[config.mk]
export PLATFORM = sky130hd
export DESIGN_NAME = brace_frame_command_matcher_core
export DESIGN_NICKNAME = d
export VERILOG_FILES = /design/src/rtl/core/bfcm_pkg.sv /design/src/rtl/core/bfcm_matcher.sv /design/src/rtl/core/bfcm_scale.sv /design/src/rtl/core/brace_frame_command_matcher_core.sv
export SDC_FILE = /design/constraint.sdc
export NUM_CORES = 1
export LEC_CHECK = 0
export BUFFER_PORTS_ARGS = -buffer_cell sky130_fd_sc_hd__buf_4
export CAP_MARGIN = 30
export CORE_MARGIN = 2
export CORE_UTILIZATION = 65
export CTS_CLUSTER_DIAMETER = 120
export DETAILED_ROUTE_END_ITERATION = 8
export HOLD_SLACK_MARGIN = 0.08
export PLACE_DENSITY = 0.82
export SLEW_MARGIN = 20
export SYNTH_ARGS = -nofsm -noshare
export SYNTH_HDL_FRONTEND = slang
export SYNTH_HIERARCHICAL = 1
export SYNTH_SLANG_ARGS = --single-unit
[constraint.sdc]
create_clock -name clk_i -period 7.9 [get_ports clk_i]
set_input_delay 2.37 -clock clk_i [delete_from_list [all_inputs] [get_ports clk_i]]
set_output_delay 2.37 -clock clk_i [all_outputs]
set_load 0.01 [all_outputs]
[src/rtl/core/bfcm_pkg.sv]
package bfcm_pkg;

  localparam int unsigned DepthBits = 8;
  localparam int unsigned PosBits   = 5;
  localparam int unsigned NumCmds   = 3;

  localparam logic [DepthBits-1:0] DepthMax = {DepthBits{1'b1}};
  localparam logic [PosBits-1:0]   PosMax   = {PosBits{1'b1}};

  localparam logic [7:0] ChOpen  = 8'h7B;
  localparam logic [7:0] ChClose = 8'h7D;

  // Command texts, left aligned, zero padded to 20 characters
  localparam logic [159:0] TxtOpen   = {"{\"COMMAND\":\"OPEN\"}", 16'h0000};
  localparam logic [159:0] TxtClose  = {"{\"COMMAND\":\"CLOSE\"}", 8'h00};
  localparam logic [159:0] TxtToggle = "{\"COMMAND\":\"TOGGLE\"}";

  localparam logic [9:0]  DutyFull  = 10'd1000;
  // ceil(2^36 / 1000): exact floor(x / 1000) for every x below 2^26
  localparam logic [26:0] RecipK    = 27'd68719477;
  localparam int unsigned RecipSh   = 36;

  localparam logic [15:0] PeriodRst = 16'd20000;
  localparam logic [9:0]  OpenRst   = 10'd60;
  localparam logic [9:0]  CloseRst  = 10'd90;

  typedef enum logic [1:0] {
    CMD_OPEN    = 2'd0,
    CMD_CLOSE   = 2'd1,
    CMD_TOGGLE  = 2'd2,
    CMD_UNKNOWN = 2'd3
  } cmd_e;

  typedef enum logic [1:0] {
    REG_PERIOD     = 2'd0,
    REG_OPEN_DUTY  = 2'd1,
    REG_CLOSE_DUTY = 2'd2
  } reg_e;

  // Frame decision handed to the scaling pipeline
  typedef struct packed {
    logic        valid;
    cmd_e        cmd;
    logic        update;
    logic [15:0] period;
    logic [9:0]  duty;
  } frame_res_t;

  typedef struct packed {
    logic s1_valid;
    logic s2_valid;
  } scale_stat_t;

  function automatic logic [5:0] cmd_len(input logic [1:0] k);
    logic [5:0] len;
    unique case (k)
      2'd0:    len = 6'd18;
      2'd1:    len = 6'd19;
      default: len = 6'd20;
    endcase
    return len;
  endfunction

  // Character at position p of command k, zero past the end of the text
  function automatic logic [7:0] cmd_byte(input logic [1:0] k, input logic [PosBits-1:0] p);
    logic [159:0] txt;
    logic [7:0]   ch;
    unique case (k)
      2'd0:    txt = TxtOpen;
      2'd1:    txt = TxtClose;
      default: txt = TxtToggle;
    endcase
    if (p < PosBits'(20)) begin
      ch = txt[159 - 8*int'(p) -: 8];
    end else begin
      ch = 8'h00;
    end
    return ch;
  endfunction

endpackage

[src/rtl/core/bfcm_matcher.sv]
module bfcm_matcher (
  input  logic                clk_i,
  input  logic                rst_ni,
  input  logic                en_i,
  input  logic                take_i,
  input  logic [7:0]          rx_byte_i,
  input  logic [15:0]         pwm_period_i,
  input  logic [9:0]          open_duty_i,
  input  logic [9:0]          close_duty_i,
  output bfcm_pkg::frame_res_t res_o
);
  import bfcm_pkg::*;

  logic [DepthBits-1:0] depth_q, depth_d;
  logic [PosBits-1:0]   pos_q, pos_d;
  logic [NumCmds-1:0]   flags_q, flags_d;
  logic                 ended_q, ended_d;
  frame_res_t           res_q, res_d;

  logic [NumCmds-1:0]   fl_match, fl_final;
  logic                 ended_m;
  logic [5:0]           pos_next_ext;

  always_comb begin
    depth_d = depth_q;
    pos_d   = pos_q;
    flags_d = flags_q;
    ended_d = ended_q;
    res_d   = '0;
    res_d.cmd = CMD_UNKNOWN;

    fl_match     = flags_q;
    ended_m      = ended_q;
    pos_next_ext = {1'b0, pos_q} + 6'd1;
    fl_final     = '0;

    if (!ended_q) begin
      if (rx_byte_i == 8'h00) begin
        ended_m = 1'b1;
        for (int k = 0; k < NumCmds; k++) begin
          if (cmd_len(2'(k)) != {1'b0, pos_q}) fl_match[k] = 1'b0;
        end
      end else begin
        for (int k = 0; k < NumCmds; k++) begin
          if (cmd_byte(2'(k), pos_q) != rx_byte_i) fl_match[k] = 1'b0;
        end
      end
    end

    fl_final = fl_match;
    if (!ended_m) begin
      for (int k = 0; k < NumCmds; k++) begin
        if (cmd_len(2'(k)) != pos_next_ext) fl_final[k] = 1'b0;
      end
    end

    if (take_i && (pos_q != '0 || rx_byte_i == ChOpen)) begin
      flags_d = fl_match;
      ended_d = ended_m;
      pos_d   = (pos_q == PosMax) ? PosMax : pos_q + PosBits'(1);
      if (rx_byte_i == ChOpen) begin
        if (depth_q != DepthMax) depth_d = depth_q + DepthBits'(1);
      end else if (rx_byte_i == ChClose) begin
        if (depth_q <= DepthBits'(1)) begin
          // frame closes: report and clear
          res_d.valid  = 1'b1;
          res_d.update = 1'b1;
          res_d.period = pwm_period_i;
          priority if (fl_final[0]) begin
            res_d.cmd  = CMD_OPEN;
            res_d.duty = open_duty_i;
          end else if (fl_final[1]) begin
            res_d.cmd  = CMD_CLOSE;
            res_d.duty = close_duty_i;
          end else if (fl_final[2]) begin
            res_d.cmd  = CMD_TOGGLE;
            res_d.duty = close_duty_i;
          end else begin
            res_d.cmd    = CMD_UNKNOWN;
            res_d.update = 1'b0;
            res_d.period = '0;
            res_d.duty   = '0;
          end
          depth_d = '0;
          pos_d   = '0;
          flags_d = '1;
          ended_d = 1'b0;
        end else begin
          depth_d = depth_q - DepthBits'(1);
        end
      end
    end
  end

  always_ff @(posedge clk_i or negedge rst_ni) begin
    if (!rst_ni) begin
      depth_q <= '0;
      pos_q   <= '0;
      flags_q <= '1;
      ended_q <= 1'b0;
      res_q   <= '0;
    end else if (en_i) begin
      depth_q <= depth_d;
      pos_q   <= pos_d;
      flags_q <= flags_d;
      ended_q <= ended_d;
      res_q   <= res_d;
    end
  end

  assign res_o = res_q;

endmodule

[src/rtl/core/bfcm_scale.sv]
module bfcm_scale (
  input  logic                 clk_i,
  input  logic                 rst_ni,
  input  logic                 en_i,
  input  bfcm_pkg::frame_res_t res_i,
  output logic                 valid_o,
  output bfcm_pkg::cmd_e       cmd_o,
  output logic                 update_o,
  output logic [15:0]          compare_o,
  output bfcm_pkg::scale_stat_t stat_o
);
  import bfcm_pkg::*;

  logic        v2_q, v3_q;
  cmd_e        cmd2_q, cmd3_q;
  logic        upd2_q, upd3_q;
  logic [25:0] prod_q, prod_d;
  logic [52:0] quot_q, quot_d;
  logic [9:0]  duty_sat;

  always_comb begin
    duty_sat = (res_i.duty > DutyFull) ? DutyFull : res_i.duty;
    prod_d   = 26'(res_i.period) * 26'(DutyFull - duty_sat);
    quot_d   = 53'(prod_q) * 53'(RecipK);
  end

  always_ff @(posedge clk_i or negedge rst_ni) begin
    if (!rst_ni) begin
      v2_q <= 1'b0;
      v3_q <= 1'b0;
    end else if (en_i) begin
      v2_q <= res_i.valid;
      v3_q <= v2_q;
    end
  end

  always_ff @(posedge clk_i) begin
    if (en_i) begin
      cmd2_q <= res_i.cmd;
      upd2_q <= res_i.update;
      prod_q <= prod_d;
      cmd3_q <= cmd2_q;
      upd3_q <= upd2_q;
      quot_q <= quot_d;
    end
  end

  assign valid_o   = v3_q;
  assign cmd_o     = cmd3_q;
  assign update_o  = upd3_q;
  assign compare_o = quot_q[RecipSh +: 16];
  assign stat_o    = '{s1_valid: res_i.valid, s2_valid: v2_q};

endmodule

[src/rtl/core/brace_frame_command_matcher_core.sv]
// Path: the result of the closing '}' is registered in the matcher, then in the product and
// quotient registers of the scale block, before it appears on the master side.
// Throughput: one byte per cycle; the whole pipeline stalls only while a result waits.
// Stages: frame matcher, period*(1000-duty) multiply, reciprocal multiply by 1/1000.
// Reset (rst_ni low, asynchronous): no frame open, depth zero, all commands candidates,
// pipeline empty, registers back to period 20000, open duty 60, close duty 90.
module brace_frame_command_matcher_core (
  input  logic        clk_i,
  input  logic        rst_ni,
  input  logic        s_axis_tvalid,
  output logic        s_axis_tready,
  input  logic [7:0]  s_axis_tdata,   // [7:0] rx_byte
  output logic        m_axis_tvalid,
  input  logic        m_axis_tready,
  output logic [23:0] m_axis_tdata,   // [1:0] command_code, [2] servo_update,
                                      // [18:3] servo_compare, [23:19] zero
  input  logic        cfg_we_i,
  input  logic [1:0]  cfg_index_i,
  input  logic [15:0] cfg_data_i
);
  import bfcm_pkg::*;

  logic [15:0] period_q;
  logic [9:0]  open_duty_q, close_duty_q;
  logic        en;
  frame_res_t  res;
  cmd_e        cmd;
  logic        update;
  logic [15:0] compare;
  scale_stat_t stat;

  always_ff @(posedge clk_i or negedge rst_ni) begin
    if (!rst_ni) begin
      period_q     <= PeriodRst;
      open_duty_q  <= OpenRst;
      close_duty_q <= CloseRst;
    end else if (cfg_we_i) begin
      unique case (reg_e'(cfg_index_i))
        REG_PERIOD:     period_q     <= cfg_data_i;
        REG_OPEN_DUTY:  open_duty_q  <= cfg_data_i[9:0];
        REG_CLOSE_DUTY: close_duty_q <= cfg_data_i[9:0];
        default:        ;
      endcase
    end
  end

  // advance everything unless a result is held
  assign en            = !m_axis_tvalid || m_axis_tready;
  assign s_axis_tready = en;

  bfcm_matcher u_matcher (
    .clk_i        (clk_i),
    .rst_ni       (rst_ni),
    .en_i         (en),
    .take_i       (s_axis_tvalid),
    .rx_byte_i    (s_axis_tdata),
    .pwm_period_i (period_q),
    .open_duty_i  (open_duty_q),
    .close_duty_i (close_duty_q),
    .res_o        (res)
  );

  bfcm_scale u_scale (
    .clk_i     (clk_i),
    .rst_ni    (rst_ni),
    .en_i      (en),
    .res_i     (res),
    .valid_o   (m_axis_tvalid),
    .cmd_o     (cmd),
    .update_o  (update),
    .compare_o (compare),
    .stat_o    (stat)
  );

  assign m_axis_tdata = {5'b0, compare, update, cmd};

  a_update_known: assert property (@(posedge clk_i) disable iff (!rst_ni)
    m_axis_tvalid |-> (update == (cmd != CMD_UNKNOWN)))
    else $error("servo update disagrees with command code");

  a_unknown_zero: assert property (@(posedge clk_i) disable iff (!rst_ni)
    (m_axis_tvalid && !update) |-> (compare == 16'd0))
    else $error("nonzero compare without update");

  a_pipe_advance: assert property (@(posedge clk_i) disable iff (!rst_ni)
    (stat.s2_valid && en) |=> m_axis_tvalid)
    else $error("result lost between scale stages");

  a_pipe_hold: assert property (@(posedge clk_i) disable iff (!rst_ni)
    (stat.s1_valid && !en) |=> stat.s1_valid)
    else $error("frame result dropped during stall");

endmodule

# == Word level (Yosys, flattened, before mapping) ==
# Cells that the tools add are included.
# word_totals
reg_bits,169
elab_cells,129
# classes
add_sub_neg,6
mul,2
order_cmp,3
n_eq_ne,16
shifts,3
n_mux,66
reduce_logical,13
# op_table
cell,n
$mux 160,6
$shiftx 167x32->8,3
$mux 30,4
$mux 8,13
$mux 6,9
$mul 26x27->52 const B,1
$mux 17,3
$mux 10,4
$mul 16x26->26,1
$ne 8x8->1,3
$mux 5,4
$mux 3,6
$ne 6x5->1,3
$ne 6x6->1,3
$eq 8x7->1 const B,2
$mux 1,15
$sub 10x10->11 const A,1
$gt 10x10->1 const B,1
$sub 8x8->9 const A,1
$add 8x1->8 const B,1
$le 8x1->1 const B,1
$logic_not 8->1,1
$ne 8x8->1 const B,1
$reduce_and 2->1,4
other kinds (16),18

# == Longest topological paths before layout ==
# logic_depth
depth_word,20
mapped_depth,33
ltp_nobuf,29

# == By module ==
# Netlist, hierarchy kept.
# modules_own_cells
mod,n_inst,cells_each,area_per_inst_um2,seq_area_each_um2
bfcm_scale,1,1770,17475.5,1491.4
bfcm_matcher,1,460,4078.9,1179.9
brace_frame_command_matcher_core,1,86,1436.4,917.1

# == Least setup slack after synthesis ==
# Ideal clock, no wire load.
# synth_timing
kind,register to register
start,"register u_matcher.res_q, in the netlist u_matcher/res_o[5]"
end,"register u_scale.prod_q[25], data pin"
setup_time_ns,0.260
arrival_time_ns,6.918
path_slack_ns,0.722
stages_incl_launch_ff,32
n_path_buf,4
cell_sequence,dfrtp_1 -> and4_1 -> nand3b_1 -> clkbuf_1 -> clkbuf_1 -> and2_1 -> inv_1 -> ha_1 -> buf_2 -> or2_2 -> inv_1 -> o21a_1 -> clkbuf_1 -> nand2_1 -> fa_1 -> inv_1 -> fa_1 -> inv_1 -> fa_1 -> inv_1 -> fa_1 -> inv_1 -> fa_1 -> inv_1 -> ha_1 -> or3_1 -> o211a_1 -> a41oi_2 -> a31oi_1 -> a211o_1 -> a21oi_2 -> xnor2_1
# synth_between
elab_chain_len,4
# synth_lines
element,line,rtl
from (decl),bfcm_matcher.sv:18,"frame_res_t res_q, res_d;"
from (signal assigned),bfcm_matcher.sv:107,res_q <= res_d;
$gt 10x10->1,bfcm_scale.sv:22,duty_sat = (res_i.duty > DutyFull) ? DutyFull : res_i.duty;
$mux 10 *,bfcm_scale.sv:22,
$sub 10x10->11 *,bfcm_scale.sv:23,prod_d = 26'(res_i.period) * 26'(DutyFull - duty_sat);
$mul 16x26->26 *,bfcm_scale.sv:23,
net u_scale.prod_d[25],bfcm_scale.sv:17,"logic [25:0] prod_q, prod_d;"
to (signal assigned),bfcm_scale.sv:41,prod_q <= prod_d;
to (decl),bfcm_scale.sv:17,
# Mark *: on every way through the listed nets, which the timed path passes. The rest lies on a longest branch.
# A chain may end at the register's enable or synchronous reset.

# == Worst setup path after layout ==
# Ends and elaborated chain as after synthesis.

==> qor.txt <==
========================================================================================
Run status ................................................................ finished clean
WL final ..................................................................    52,860 um
Combined global-route utilization of all metal layers .....................       30.25%
Clock-pin transition on the worst setup and hold timing paths .............      0.07 ns
Detailed route wirelength on metal3 .......................................      3374 um
Metal2 WL .................................................................    26,260 um
Final setup violation count ...............................................            0
Number of warnings issued by yosys ........................................            6
Largest fanout on the critical path .......................................           29
Std-Cell Core Area ........................................................  0.03471 mm2
Via density per instance ..................................................        5.934
Post-route insts no fill ..................................................        2,799
RSZ-0062 raised after global routing ......................................           no
# diodes ..................................................................            0
Share of the clock period used by the worst path after layout .............       95.38%
Post-Syn Instances ........................................................        2,314
Height of the chip ........................................................     192.0 um
Total of hold buffers inserted after clock tree synthesis .................            0
Max Cap Violations ........................................................            0
Post-cts gate resize count ................................................            0
Synth Cell Area ...........................................................  0.02298 mm2
Number of cells after detailed placement ..................................        2,766
Slowest stage delay, CP ...................................................      0.54 ns
Final setup TNS ...........................................................         0 ns
Wirelength per Cell .......................................................     18.89 um
Cell Rows .................................................................           68
Clock period minus worst slack ............................................     7.535 ns
Power Density ............................................................. 108.7 mW/mm2
DRC violations left .......................................................            0
Number of hold violations in the final report .............................            0
Number of search-and-repair iterations in the first detailed-routing pass .            9
First-pass GRT wire length ................................................    87,270 um
Nets@finish ...............................................................        3,052
CP most frequent cell ..................................................... sky130_fd_sc_hd__inv_1
Highest metal layer with signal wires .....................................         met4
Data arrival, critical path ...............................................      7.70 ns
Initial Utilization .......................................................       66.19%
Aggregate global routing overflow .........................................            0
Peak VDD IR ...............................................................  0.0001455 V
Number of H-tree levels ...................................................            4
Worst Skew ................................................................   0.02824 ns
Top Ports .................................................................           57
Die width .................................................................     192.0 um
Inserted Clock Buffers ....................................................           17
Vias in the first global route ............................................       17,463
Slew at the pin with the worst max-slew slack .............................    0.9294 ns
Design Area, Final ........................................................  0.02429 mm2
Worst Hold Margin .........................................................    0.4355 ns
Count of buffers added by post-CTS timing repair for setup ................            0
IO buf count ..............................................................           51
Via count .................................................................       16,609
Total placed instance area ................................................  0.02368 mm2
Antenna violations before repair ..........................................            1
Area overhead of the layout relative to synthesis .........................       5.718%
Pin count of the biggest net entering global routing ......................           60
Worst Setup End Kind ......................................................    flip-flop
Post-placement worst setup slack ..........................................    0.3246 ns
Clock root buffer master .................................................. sky130_fd_sc_hd__clkbuf_16
Number of DRC markers in iteration 0 ......................................        1,237
Clock tree buffer depth ...................................................            2
Number of sinks on the clock net ..........................................          133
Static leakage ............................................................   0.01301 uW
Detailed-route wire length on metal 1 .....................................    21,800 um
Clock latency reported for the late side of the worst-skew pair ...........      0.45 ns
Post-detailed-route count of antenna-violating nets .......................            0
Critical-path cell with the highest stage delay ........................... sky130_fd_sc_hd__fa_1
WS Path Type .............................................................. flip-flop to flip-flop
TritonCTS clock tree ......................................................         done
Class of the worst hold path .............................................. flip-flop to flip-flop
Share of post-route cells with drive strength above 1 .....................       9.215%
Number of pins exceeding their max-slew limit in the final report .........            0
Routability Congestion ....................................................       0.9625
Slew headroom .............................................................       38.00%
Maximum achievable frequency ..............................................   0.1327 GHz
Kind of start point of the critical path ..................................    flip-flop
Worst EP required .........................................................      8.06 ns
Min setup slack post-route ................................................    0.3653 ns
Post-detailed-placement half-perimeter wirelength .........................    42,180 um
Post-Synthesis Mean Instance Area .........................................    9.929 um2
Die ar. ...................................................................  0.03687 mm2
========================================================================================
==> critical path: cells and delay by family (launching register included) <==
kind	cells	cell delay (ns)
adders and majority gates	7	3.18
xor gates and xnor gates	1	0.08
DFF	1	0.45
AOI/OAI and AO/OA	6	1.49
buffers and inverters	7	0.69
and+or+nand+nor	6	1.39
==> final timing paths <==
check / startpoint / endpoint / slack [ns] / depth (start not counted)
worst min register to register: u_scale/upd2_q / u_scale/update_o / 0.44 / 0
min in group asynchronous: rst_ni / u_matcher/res_o[24] / 1.84 / 1
worst min-delay path: u_scale/upd2_q / u_scale/update_o / 0.44 / 0
worst max-delay path: u_matcher/res_o[5] / u_scale/prod_q[25] / 0.37 / 27
worst max register to register: u_matcher/res_o[5] / u_scale/prod_q[25] / 0.37 / 27
max in group asynchronous: rst_ni / open_duty_q[4] / 5.41 / 2
==> registers in the layout, indices dropped and copies added (netlist names), 2 cells and up <==
register / flops
open_duty_q: 10
close_duty_q: 10
u_matcher/res_o: 30
u_matcher/flags_q: 3
u_matcher/pos_q: 5
period_q: 16
u_matcher/depth_q: 8
u_scale/quot_q: 16
u_scale/prod_q: 26
u_scale/cmd2_q: 2
u_scale/cmd_o: 2
==> layer usage <==
| metal | global-route usage, % | up-vias |
|---|---|---|
| met5 | 0 | - |
| met1 | 39.76 | 8267 |
| met3 | 4.513 | 128 |
| li1 | - | 7541 |
| met4 | 8.602 | 0 |
| met2 | 52.22 | 673 |
==> per-stage QoR <==
step                      utilization (%)  power (uW)
after floorplan                         -        1596
after global placement              68.14        1775
after detailed placement            68.22        1798
after CTS                           69.95        2625
after global routing                69.97        2776
final                               69.97        2640
==> power by group <==
part           total, uW  switching (uW)  internal [uW]  leakage [uW]
clock                821             393            429      0.000292
sequential           811            40.1            771       0.00163
combinational       1010             620            387        0.0111
==> area by class of cell <==
| class | count | area [um2] |
|---|---|---|
| Tap cell | 455 | 569.3 |
| Clock inverter | 15 | 175.2 |
| Fill cell | 2467 | 10420 |
| Timing Repair Buffer | 68 | 528.0 |
| Clock buffer | 17 | 425.4 |
| Inverter | 555 | 2083 |
| Multi-Input combinational cell | 1556 | 16920 |
| Sequential cell | 133 | 3588 |
==> cell usage in the layout (no fill, tap or decap), types with 8 or more instances in the layout <==
master	n
sky130_fd_sc_hd__dfstp_2	16
sky130_fd_sc_hd__a31oi_1	16
sky130_fd_sc_hd__xor2_1	20
sky130_fd_sc_hd__o31ai_1	9
sky130_fd_sc_hd__nor2b_1	11
sky130_fd_sc_hd__or3_1	13
sky130_fd_sc_hd__clkbuf_16	17
sky130_fd_sc_hd__ha_1	352
sky130_fd_sc_hd__a21oi_1	52
sky130_fd_sc_hd__nand2_1	133
sky130_fd_sc_hd__nand3_1	26
sky130_fd_sc_hd__nand2b_1	10
sky130_fd_sc_hd__nor2_1	57
sky130_fd_sc_hd__o21a_1	11
sky130_fd_sc_hd__o21ai_0	47
sky130_fd_sc_hd__nand4_1	14
sky130_fd_sc_hd__or2_2	8
sky130_fd_sc_hd__inv_1	552
sky130_fd_sc_hd__o211ai_1	14
sky130_fd_sc_hd__dfrtp_1	69
sky130_fd_sc_hd__mux2_2	41
sky130_fd_sc_hd__nand3b_1	8
sky130_fd_sc_hd__nor3_1	23
sky130_fd_sc_hd__a22o_1	26
sky130_fd_sc_hd__buf_4	66
sky130_fd_sc_hd__and3_1	29
sky130_fd_sc_hd__fa_1	338
sky130_fd_sc_hd__and2_1	69
sky130_fd_sc_hd__a21o_1	21
sky130_fd_sc_hd__a211oi_1	11
sky130_fd_sc_hd__xnor2_1	32
sky130_fd_sc_hd__edfxtp_1	48
(Power assumes the default switching activity.)
